File: config.mk
export PLATFORM = sky130hd
export DESIGN_NAME = modbus_rtu_master_framer
export DESIGN_NICKNAME = d
export VERILOG_FILES = /design/src/sv/mbrtu_pkg.sv /design/src/sv/modbus_rtu_master_framer.sv /design/src/sv/mbrtu_front.sv /design/src/sv/mbrtu_queue.sv /design/src/sv/mbrtu_back.sv
export VERILOG_INCLUDE_DIRS = /design/src /design/src/sv
export SDC_FILE = /design/constraint.sdc
export NUM_CORES = 1
export LEC_CHECK = 0
export ABC_AREA = 1
export BUFFER_PORTS_ARGS = -buffer_cell sky130_fd_sc_hd__buf_2
export CAP_MARGIN = 0
export CORE_MARGIN = 2
export CORE_UTILIZATION = 35
export CTS_CLUSTER_DIAMETER = 60
export CTS_CLUSTER_SIZE = 30
export DETAILED_ROUTE_END_ITERATION = 6
export HOLD_SLACK_MARGIN = 0.03
export PLACE_DENSITY = 0.51
export SYNTH_ARGS = -nofsm -noshare
export SYNTH_HDL_FRONTEND = slang
export SYNTH_SLANG_ARGS = --single-unit
File: constraint.sdc
create_clock -name clk -period 11.5 [get_ports clk]
set_clock_uncertainty 0.05 [all_clocks]
set_input_delay 1.15 -clock clk [delete_from_list [all_inputs] [get_ports clk]]
set_output_delay 1.15 -clock clk [all_outputs]
set_load 0.01 [all_outputs]
File: src/sv/modbus_rtu_master_framer_assert.svh
// Assertion macros shared by the Modbus RTU master framer.
`ifndef MODBUS_RTU_MASTER_FRAMER_ASSERT_SVH
`define MODBUS_RTU_MASTER_FRAMER_ASSERT_SVH

// Implication checked at every edge outside reset.
`define MBRTU_ASSERT_IMPLY(lbl, clk, rst_n, ante, cons) \
  lbl: assert property (@(posedge clk) disable iff (!rst_n) (ante) |-> (cons)) \
    else $error("framer implication check failed");

// Next-cycle implication checked at every edge, reset included.
`define MBRTU_ASSERT_NEXT(lbl, clk, ante, cons) \
  lbl: assert property (@(posedge clk) (ante) |=> (cons)) \
    else $error("framer next-cycle check failed");

`endif

File: src/sv/mbrtu_pkg.sv
// Types, codes and constants shared by the Modbus RTU master framer.
package mbrtu_pkg;

  localparam int RX_BUFFER_BYTES_DEF = 64;
  localparam int QUEUE_DEPTH         = 2;

  localparam logic [1:0] CMD_READ  = 2'd0;
  localparam logic [1:0] CMD_COIL  = 2'd1;
  localparam logic [1:0] CMD_REPLY = 2'd2;

  localparam logic [1:0] KIND_TX     = 2'd0;
  localparam logic [1:0] KIND_WORD   = 2'd1;
  localparam logic [1:0] KIND_STATUS = 2'd2;

  localparam logic [1:0] ST_OK    = 2'd0;
  localparam logic [1:0] ST_SHORT = 2'd1;
  localparam logic [1:0] ST_SLAVE = 2'd2;
  localparam logic [1:0] ST_FUNC  = 2'd3;

  localparam logic [7:0]  FN_READ      = 8'h03;
  localparam logic [7:0]  FN_COIL      = 8'h05;
  localparam logic [7:0]  COIL_ON_HIGH = 8'hFF;
  localparam logic [15:0] CRC_INIT     = 16'hFFFF;
  localparam logic [15:0] CRC_POLY     = 16'hA001;

  typedef struct packed {
    logic [1:0]  command;
    logic [7:0]  slave_addr;
    logic [15:0] start_address;
    logic [15:0] reg_count;
    logic        coil_on;
    logic [7:0]  rx_byte;
    logic        rx_last;
  } in_item_t;

  typedef struct packed {
    logic [1:0]  out_kind;
    logic [7:0]  tx_byte;
    logic [15:0] reg_word;
    logic [5:0]  reg_index;
    logic [1:0]  status;
    logic [6:0]  reg_total;
    logic        last;
  } out_item_t;

  // One unit of work handed from the parser to the sequencer.
  typedef struct packed {
    logic            is_frame;
    logic [5:0][7:0] frame;
    logic            word_valid;
    logic [15:0]     reg_word;
    logic [5:0]      reg_index;
    logic            status_valid;
    logic [1:0]      status;
    logic [6:0]      reg_total;
  } job_t;

endpackage

File: src/sv/modbus_rtu_master_framer.sv
// Top level of the Modbus RTU master framer: request framing and reply parsing.
//
// The in_ channel takes one command per transfer: a read-holding-registers request,
// a write-single-coil request, or one byte of a slave's reply. The out_ channel gives
// result transfers: transmit bytes, register words and a reply status, with last set
// on the final result that one command causes.
// A request yields eight transmit bytes, one per cycle while out_stall is low, the
// CRC being folded in one byte per cycle as the header bytes leave. A reply byte
// yields zero, one or two results. The first result passes through the queue, the
// sequencer's job register and then the output register.
// The parser in front handles one command per cycle and hands finished jobs to a
// two-entry queue, so it keeps accepting while the sequencer is busy; in_stall rises
// only when that queue is full.
// When the receiver holds out_stall, the output register keeps its transfer, the
// sequencer pauses and, once the queue fills, in_stall is raised.
// Reset clears the expected slave and word count, the reply parser, the queue and
// the output valid; the block accepts a command in the first cycle after reset.
module modbus_rtu_master_framer #(
  parameter int RX_BUFFER_BYTES = mbrtu_pkg::RX_BUFFER_BYTES_DEF
) (
  input  logic                 clk,
  input  logic                 rst_n,
  input  logic                 in_valid,
  input  mbrtu_pkg::in_item_t  in_data,
  output logic                 in_stall,
  output logic                 out_valid,
  output mbrtu_pkg::out_item_t out_data,
  input  logic                 out_stall
);
  import mbrtu_pkg::*;

  `include "modbus_rtu_master_framer_assert.svh"

  logic q_full;
  logic q_push;
  logic q_pop;
  logic q_empty;
  job_t q_job;
  job_t q_head;

  // Parser: builds the request header bytes or folds a reply byte into its state.
  mbrtu_front #(
    .RX_BUFFER_BYTES(RX_BUFFER_BYTES)
  ) u_front (
    .clk      (clk),
    .rst_n    (rst_n),
    .in_valid (in_valid),
    .in_data  (in_data),
    .in_stall (in_stall),
    .q_full   (q_full),
    .q_push   (q_push),
    .q_job    (q_job)
  );

  // Decoupling queue, so that the parser waits on a frame in flight only when the queue is full.
  mbrtu_queue u_queue (
    .clk      (clk),
    .rst_n    (rst_n),
    .push     (q_push),
    .push_job (q_job),
    .full     (q_full),
    .pop      (q_pop),
    .empty    (q_empty),
    .head     (q_head)
  );

  // Sequencer: emits the jobs one result transfer per cycle while out_stall is low.
  mbrtu_back u_back (
    .clk       (clk),
    .rst_n     (rst_n),
    .q_empty   (q_empty),
    .q_head    (q_head),
    .q_pop     (q_pop),
    .out_valid (out_valid),
    .out_data  (out_data),
    .out_stall (out_stall)
  );

  // A status always closes the results of its reply byte.
  `MBRTU_ASSERT_IMPLY(a_status_last, clk, rst_n, out_valid && out_data.out_kind == KIND_STATUS, out_data.last)

  // Fields that do not belong to a result kind read as zero.
  `MBRTU_ASSERT_IMPLY(a_tx_only, clk, rst_n, out_valid && out_data.out_kind != KIND_TX, out_data.tx_byte == 8'h00)

  `MBRTU_ASSERT_IMPLY(a_word_clean, clk, rst_n, out_valid && out_data.out_kind == KIND_WORD, out_data.status == ST_OK && out_data.reg_total == 7'd0)

  // Coming out of a reset cycle, nothing is shown and the queue is empty.
  `MBRTU_ASSERT_NEXT(a_reset_clean, clk, !rst_n, !out_valid && !in_stall)

endmodule

File: src/sv/mbrtu_front.sv
// Front end: accepts commands, builds request headers and parses reply bytes.
module mbrtu_front #(
  parameter int RX_BUFFER_BYTES = mbrtu_pkg::RX_BUFFER_BYTES_DEF
) (
  input  logic               clk,
  input  logic               rst_n,
  input  logic               in_valid,
  input  mbrtu_pkg::in_item_t in_data,
  output logic               in_stall,
  input  logic               q_full,
  output logic               q_push,
  output mbrtu_pkg::job_t    q_job
);
  import mbrtu_pkg::*;

  localparam int POS_W = $clog2(RX_BUFFER_BYTES + 1);
  localparam int IDX_W = POS_W - 1;
  localparam logic [POS_W-1:0] POS_LIMIT = POS_W'(RX_BUFFER_BYTES);

  logic [7:0]       exp_slave_r, exp_slave_nxt;
  logic [15:0]      exp_words_r, exp_words_nxt;
  logic [POS_W-1:0] pos_r, pos_nxt;
  logic [7:0]       decl_r, decl_nxt;
  logic [7:0]       pend_r, pend_nxt;
  logic [1:0]       fault_r, fault_nxt;

  logic             accept;
  logic [POS_W-1:0] pos_after;
  logic [IDX_W-1:0] idx;
  logic [15:0]      idx16;
  logic [1:0]       st;

  assign in_stall = q_full;
  assign accept   = in_valid && !q_full;
  assign idx      = IDX_W'((pos_r - POS_W'(4)) >> 1);
  assign idx16    = 16'(idx);

  always_comb begin
    exp_slave_nxt = exp_slave_r;
    exp_words_nxt = exp_words_r;
    pos_nxt       = pos_r;
    decl_nxt      = decl_r;
    pend_nxt      = pend_r;
    fault_nxt     = fault_r;
    pos_after     = pos_r;
    st            = ST_OK;
    q_push        = 1'b0;
    q_job         = '0;

    if (accept && (in_data.command == CMD_READ || in_data.command == CMD_COIL)) begin
      q_push          = 1'b1;
      q_job.is_frame  = 1'b1;
      q_job.frame[0]  = in_data.slave_addr;
      q_job.frame[2]  = in_data.start_address[15:8];
      q_job.frame[3]  = in_data.start_address[7:0];
      if (in_data.command == CMD_READ) begin
        q_job.frame[1] = FN_READ;
        q_job.frame[4] = in_data.reg_count[15:8];
        q_job.frame[5] = in_data.reg_count[7:0];
        exp_slave_nxt  = in_data.slave_addr;
        exp_words_nxt  = in_data.reg_count;
        pos_nxt        = '0;
        decl_nxt       = '0;
        pend_nxt       = '0;
        fault_nxt      = ST_OK;
      end else begin
        q_job.frame[1] = FN_COIL;
        q_job.frame[4] = in_data.coil_on ? COIL_ON_HIGH : 8'h00;
        q_job.frame[5] = 8'h00;
      end
    end else if (accept && in_data.command == CMD_REPLY) begin
      if (pos_r < POS_LIMIT) begin
        pos_after = pos_r + POS_W'(1);
        if (pos_r == POS_W'(0)) begin
          if (in_data.rx_byte != exp_slave_r) fault_nxt = ST_SLAVE;
        end else if (pos_r == POS_W'(1)) begin
          if (fault_r == ST_OK && in_data.rx_byte != FN_READ) fault_nxt = ST_FUNC;
        end else if (pos_r == POS_W'(2)) begin
          decl_nxt = in_data.rx_byte;
        end else if (pos_r[0]) begin
          pend_nxt = in_data.rx_byte;
        end else if (fault_r == ST_OK && idx16 < 16'(decl_r[7:1]) &&
                     idx16 < exp_words_r) begin
          q_job.word_valid = 1'b1;
          q_job.reg_word   = {pend_r, in_data.rx_byte};
          q_job.reg_index  = idx16[5:0];
        end
      end
      pos_nxt = pos_after;
      if (in_data.rx_last) begin
        st                 = (pos_after < POS_W'(5)) ? ST_SHORT : fault_nxt;
        q_job.status_valid = 1'b1;
        q_job.status       = st;
        q_job.reg_total    = (st == ST_OK) ? decl_nxt[7:1] : 7'd0;
        pos_nxt            = '0;
        decl_nxt           = '0;
        pend_nxt           = '0;
        fault_nxt          = ST_OK;
      end
      q_push = q_job.word_valid || q_job.status_valid;
    end
  end

  always_ff @(posedge clk) begin
    if (!rst_n) begin
      exp_slave_r <= '0;
      exp_words_r <= '0;
      pos_r       <= '0;
      decl_r      <= '0;
      pend_r      <= '0;
      fault_r     <= ST_OK;
    end else begin
      exp_slave_r <= exp_slave_nxt;
      exp_words_r <= exp_words_nxt;
      pos_r       <= pos_nxt;
      decl_r      <= decl_nxt;
      pend_r      <= pend_nxt;
      fault_r     <= fault_nxt;
    end
  end

endmodule

File: src/sv/mbrtu_queue.sv
// Short job queue between the front end and the output sequencer.
module mbrtu_queue (
  input  logic            clk,
  input  logic            rst_n,
  input  logic            push,
  input  mbrtu_pkg::job_t push_job,
  output logic            full,
  input  logic            pop,
  output logic            empty,
  output mbrtu_pkg::job_t head
);
  import mbrtu_pkg::*;

  localparam int PTR_W = (QUEUE_DEPTH > 1) ? $clog2(QUEUE_DEPTH) : 1;
  localparam int CNT_W = $clog2(QUEUE_DEPTH + 1);

  job_t             slots_r [QUEUE_DEPTH];
  logic [PTR_W-1:0] wr_ptr_r, wr_ptr_nxt;
  logic [PTR_W-1:0] rd_ptr_r, rd_ptr_nxt;
  logic [CNT_W-1:0] count_r, count_nxt;

  assign full  = (count_r == CNT_W'(QUEUE_DEPTH));
  assign empty = (count_r == '0);
  assign head  = slots_r[rd_ptr_r];

  always_comb begin
    wr_ptr_nxt = wr_ptr_r;
    rd_ptr_nxt = rd_ptr_r;
    count_nxt  = count_r;
    if (push) begin
      wr_ptr_nxt = (wr_ptr_r == PTR_W'(QUEUE_DEPTH - 1)) ? '0 : wr_ptr_r + PTR_W'(1);
    end
    if (pop) begin
      rd_ptr_nxt = (rd_ptr_r == PTR_W'(QUEUE_DEPTH - 1)) ? '0 : rd_ptr_r + PTR_W'(1);
    end
    if (push && !pop) count_nxt = count_r + CNT_W'(1);
    else if (pop && !push) count_nxt = count_r - CNT_W'(1);
  end

  always_ff @(posedge clk) begin
    if (push) slots_r[wr_ptr_r] <= push_job;
  end

  always_ff @(posedge clk) begin
    if (!rst_n) begin
      wr_ptr_r <= '0;
      rd_ptr_r <= '0;
      count_r  <= '0;
    end else begin
      wr_ptr_r <= wr_ptr_nxt;
      rd_ptr_r <= rd_ptr_nxt;
      count_r  <= count_nxt;
    end
  end

endmodule

File: src/sv/mbrtu_back.sv
// Back end: walks each job out as result transfers and runs the frame CRC.
module mbrtu_back (
  input  logic                 clk,
  input  logic                 rst_n,
  input  logic                 q_empty,
  input  mbrtu_pkg::job_t      q_head,
  output logic                 q_pop,
  output logic                 out_valid,
  output mbrtu_pkg::out_item_t out_data,
  input  logic                 out_stall
);
  import mbrtu_pkg::*;

  // One byte of the reflected CRC-16, one bit per step.
  function automatic logic [15:0] crc_byte(input logic [15:0] crc, input logic [7:0] b);
    logic [15:0] c;
    c = crc ^ {8'h00, b};
    for (int k = 0; k < 8; k++) begin
      c = c[0] ? ((c >> 1) ^ CRC_POLY) : (c >> 1);
    end
    return c;
  endfunction

  job_t        job_r, job_nxt;
  logic        busy_r, busy_nxt;
  logic [2:0]  step_r, step_nxt;
  logic [15:0] crc_r, crc_nxt;
  logic        ov_r, ov_nxt;
  out_item_t   od_r, od_nxt;

  logic        load;
  logic        done;
  logic        free;
  logic [7:0]  fbyte;
  out_item_t   res;

  assign load      = !ov_r || !out_stall;
  assign out_valid = ov_r;
  assign out_data  = od_r;

  always_comb begin
    case (step_r)
      3'd0:    fbyte = job_r.frame[0];
      3'd1:    fbyte = job_r.frame[1];
      3'd2:    fbyte = job_r.frame[2];
      3'd3:    fbyte = job_r.frame[3];
      3'd4:    fbyte = job_r.frame[4];
      3'd5:    fbyte = job_r.frame[5];
      3'd6:    fbyte = crc_r[7:0];
      default: fbyte = crc_r[15:8];
    endcase
  end

  always_comb begin
    res      = '0;
    done     = 1'b0;
    step_nxt = step_r;
    crc_nxt  = crc_r;
    if (job_r.is_frame) begin
      res.out_kind = KIND_TX;
      res.tx_byte  = fbyte;
      res.last     = (step_r == 3'd7);
      done         = (step_r == 3'd7);
      if (step_r < 3'd6) crc_nxt = crc_byte(crc_r, fbyte);
      step_nxt = step_r + 3'd1;
    end else if (step_r == 3'd0 && job_r.word_valid) begin
      res.out_kind  = KIND_WORD;
      res.reg_word  = job_r.reg_word;
      res.reg_index = job_r.reg_index;
      res.last      = !job_r.status_valid;
      done          = !job_r.status_valid;
      step_nxt      = 3'd1;
    end else begin
      res.out_kind  = KIND_STATUS;
      res.status    = job_r.status;
      res.reg_total = job_r.reg_total;
      res.last      = 1'b1;
      done          = 1'b1;
    end
  end

  always_comb begin
    free    = !busy_r || (load && done);
    q_pop   = free && !q_empty;
    job_nxt = job_r;
    busy_nxt = busy_r;
    ov_nxt  = ov_r;
    od_nxt  = od_r;
    if (load) begin
      ov_nxt = busy_r;
      od_nxt = res;
    end
    if (free) begin
      busy_nxt = !q_empty;
      job_nxt  = q_head;
    end
  end

  always_ff @(posedge clk) begin
    job_r <= job_nxt;
    od_r  <= od_nxt;
    if (free) begin
      step_r <= 3'd0;
      crc_r  <= CRC_INIT;
    end else if (busy_r && load) begin
      step_r <= step_nxt;
      crc_r  <= crc_nxt;
    end
  end

  always_ff @(posedge clk) begin
    if (!rst_n) begin
      busy_r <= 1'b0;
      ov_r   <= 1'b0;
    end else begin
      busy_r <= busy_nxt;
      ov_r   <= ov_nxt;
    end
  end

endmodule
==> results.yml <==
power_and_ir_drop:
  ir_worst_vdd_mv: 0.156
  power_leakage_nw: 7.16
  pwr_density_cell_nw_per_um2: 225
sta:
  tightestPinTransition_ns: 0.957
  setup_viol: 0
  fmax_ghz: 0.232
  period_minus_slack_ns: 4.30
  period_share_pct: 37.4
  hold_viol: 0
  setup_tns_ns: 0
  rsz0062_at_grt: "no"
  slew_viol_final: 0
  timing.hold.ws_ns: 0.412
  slew_headroom_pct: 36.1
clock_tree:
  path_clk_slew_ns: 0.08
  cts_buffers: 28
  clk_latency_ns: 0.57
  cts_tree: "built"
  hold_buffers: 0
  clock_path_buffers: 3
  cts-root-buf: "clkbuf_16"
  htree_levels: 1
  post-cts-setup-buffers: 0
  cts.sinks: 343
  cts_resized: 0
placed_design:
  io_buffers: 99
  gp_congestion: 0.832
  hpwlAfterDp_um: 22400
route:
  first_pass_iters: 4
  drc: 0
  vias_per_cell: 4.67
  drtIter0Drc: 577
  ant_nets: 0
  wl_per_cell_um: 16.3
  wl_um: 33500
  vias: 9605
logic_synthesis:
  synth-seq-cells: 343
  yosysUniqueCellTypes: 44
  avgSynthCellArea_um2: 10.3
  ys.flop_type: "edfxtp_1"
  synth_top_area_cell: "edfxtp_1"
  async_flop_share_pct: 0
  syn-cell-area_um2: 14500
  syn_inst: 1415
  netlist_top_cells_area: "edfxtp_1, nand2_1, dfxtp_1"
  ys_warn_count: 0
  yosysSeqAreaShare_pct: 65.9
  syn-num-nets: 1495
  synth_edf_count: 270
  yosysTopAreaCellShare_pct: 55.8
worst_setup_path:
  r2r_setup_slack_ns: 7.20
  cp_max_fo: 59
  start_kind: "flop"
  endpoint_kind: "flop"
  crit_type: "flop to flop"
  cp.required_ns: 11.64
  crit_arrival_ns: 4.44
  ff2ff_path_depth: 14
global_route:
  grt-busiest-layer: "met2"
  grt_max_degree: 77
  met3_usage_pct: 2.75
  grt_pass1_vias: 9332
  grt_pass1_wl_um: 52500
  grt-ovfl-total: 0
  grt.met2_usage_pct: 24.8
  antenna_found_initial: 1
  track_usage_pct: 15.4
  grt_use_met1_pct: 21.7
flow_run:
  drv_cap: 0
layout:
  antenna_cells: 0
  area_growth_pct: 13.8
  fin_nets: 1583
  n_fill_cell: 4037
  drive_above_1_share_pct: 15.0
die:
  start_util_pct: 35.5
  die_width_um: 208
  die-area_um2: 43100
  io_pins: 100
  die_y_um: 208
  coreArea_um2: 40900
  num_rows: 74
run_status:
  status: "completed"
worst_hold_path:
  hold_path_class: "flop to flop"
  holdPathStages: 2
-- where the power goes --
group	switching, mW	total, mW	internal (mW)	leakage, nW
clock	0.514	1.04	0.525	0.493
sequential	0.0994	1.80	1.70	3.34
combinational	0.642	0.890	0.248	3.33
-- critical path, cell delays in order (launching register included) --
cell and delay (ns):
dfxtp_1 0.39, inv_1 0.17, ha_1 0.27, or2_2 0.31
nand2_1 0.09, ha_1 0.24, a21oi_1 0.15, o21a_1 0.14
nor2_1 0.04, o21a_1 0.16, o211ai_1 0.17, nand3b_1 0.09
buf_4 0.24, a21oi_4 0.56, buf_4 0.78
-- worst paths after layout --
kind	endpoint	from
worst max register to register	u_queue.slots_r[1][50]$_DFFE_PP_	u_front.pos_r[2]$_SDFFE_PN0P_
worst min-delay path	u_front.pend_r[5]$_SDFFE_PN0P_	u_front.pend_r[5]$_SDFFE_PN0P_
worst min register to register	u_front.pend_r[5]$_SDFFE_PN0P_	u_front.pend_r[5]$_SDFFE_PN0P_
worst max-delay path	u_queue.slots_r[1][50]$_DFFE_PP_	u_front.pos_r[2]$_SDFFE_PN0P_
-- layout by cell type (no fill, tap or decap), types with 10 or more instances in the layout --
cell type  synthesis  layout
a21oi_1           64      62
buf_2              8      99
buf_4              2      11
clkbuf_16          0      29
dfxtp_1           73      72
edfxtp_1         270     270
ha_1              24      24
inv_1            155     154
nand2_1          422     421
nand2_2           34      34
nand3_1           58      58
nor2_1           135     135
o211ai_1          15      15
o21ai_0           29      29
xor2_1            10      10
-- cell usage after synthesis, types with 5 or more instances --
master	instances
o21ai_0	29
xor2_1	10
o22ai_1	9
nor2_1	135
nand2_2	34
inv_1	155
a21oi_1	64
edfxtp_1	270
buf_2	8
nand4_1	6
nand3_2	7
ha_1	24
o211ai_1	15
nor2_2	9
buf_1	6
clkbuf_1	28
nand2_1	422
nand3_1	58
nor4_1	5
buf_6	6
dfxtp_1	73
-- logic make-up (layout without fill, tap and decap cells) --
| family | after synthesis | in the layout | synth area share [%] |
|---|---|---|---|
| xor gates and xnor gates | 14 | 14 | 0.844 |
| DFF | 343 | 343 | 65.9 |
| buffers and inverters | 216 | 326 | 6.29 |
| AOI/OAI and AO/OA | 126 | 126 | 4.85 |
| adders and majority gates | 24 | 24 | 2.07 |
| and+or+nand+nor | 692 | 692 | 20.1 |
-- final cells by class --
type	instances	area [um2]	area share [%]
Clock buffer	30	739	4.47
Clock inverter	22	287	1.73
Inverter	164	623	3.77
Multi-Input combinational cell	856	4070	24.6
Sequential cell	343	9570	57.9
Tap cell	532	666	4.03
Timing Repair Buffer	110	578	3.50
-- metal layers --
layer  share of wire, %  vias to the layer above
li1                   -                     4801
met1                 48                     4596
met2                 46                      166
met3                4.3                       40
met4                1.8                        2
met5              0.033                        -
-- registers in the layout (all words and copies together), names as in the netlist --
signal / cells
u_front.fault_r: 2
u_back.busy_r: 1
u_queue.count_r: 2
u_back.out_data: 42
u_front.exp_words_r: 16
u_back.step_r: 3
u_back.job_r: 76
u_queue.wr_ptr_r: 1
u_front.pend_r: 8
u_queue.rd_ptr_r: 1
u_queue.slots_r: 152
u_front.decl_r: 7
u_back.out_valid: 1
u_front.exp_slave_r: 8
u_front.pos_r: 7
u_back.crc_r: 16
-- metrics by stage --
stage               worst slack, ns  utilization, %  cells  cell area [um2]  total power [mW]
CTS                            7.13            40.4   2057            16500              3.78
finish                         7.20            40.4   2057            16500              3.72
detailed placement             6.98            37.9   2005            15500              2.73
global placement               7.07            37.9   2005            15500              2.72
floorplan                      5.08               -   1415            14500              2.40
global route                   6.87            40.4   2057            16500              3.95
Note: power is estimated with default switching activity, not from simulation.
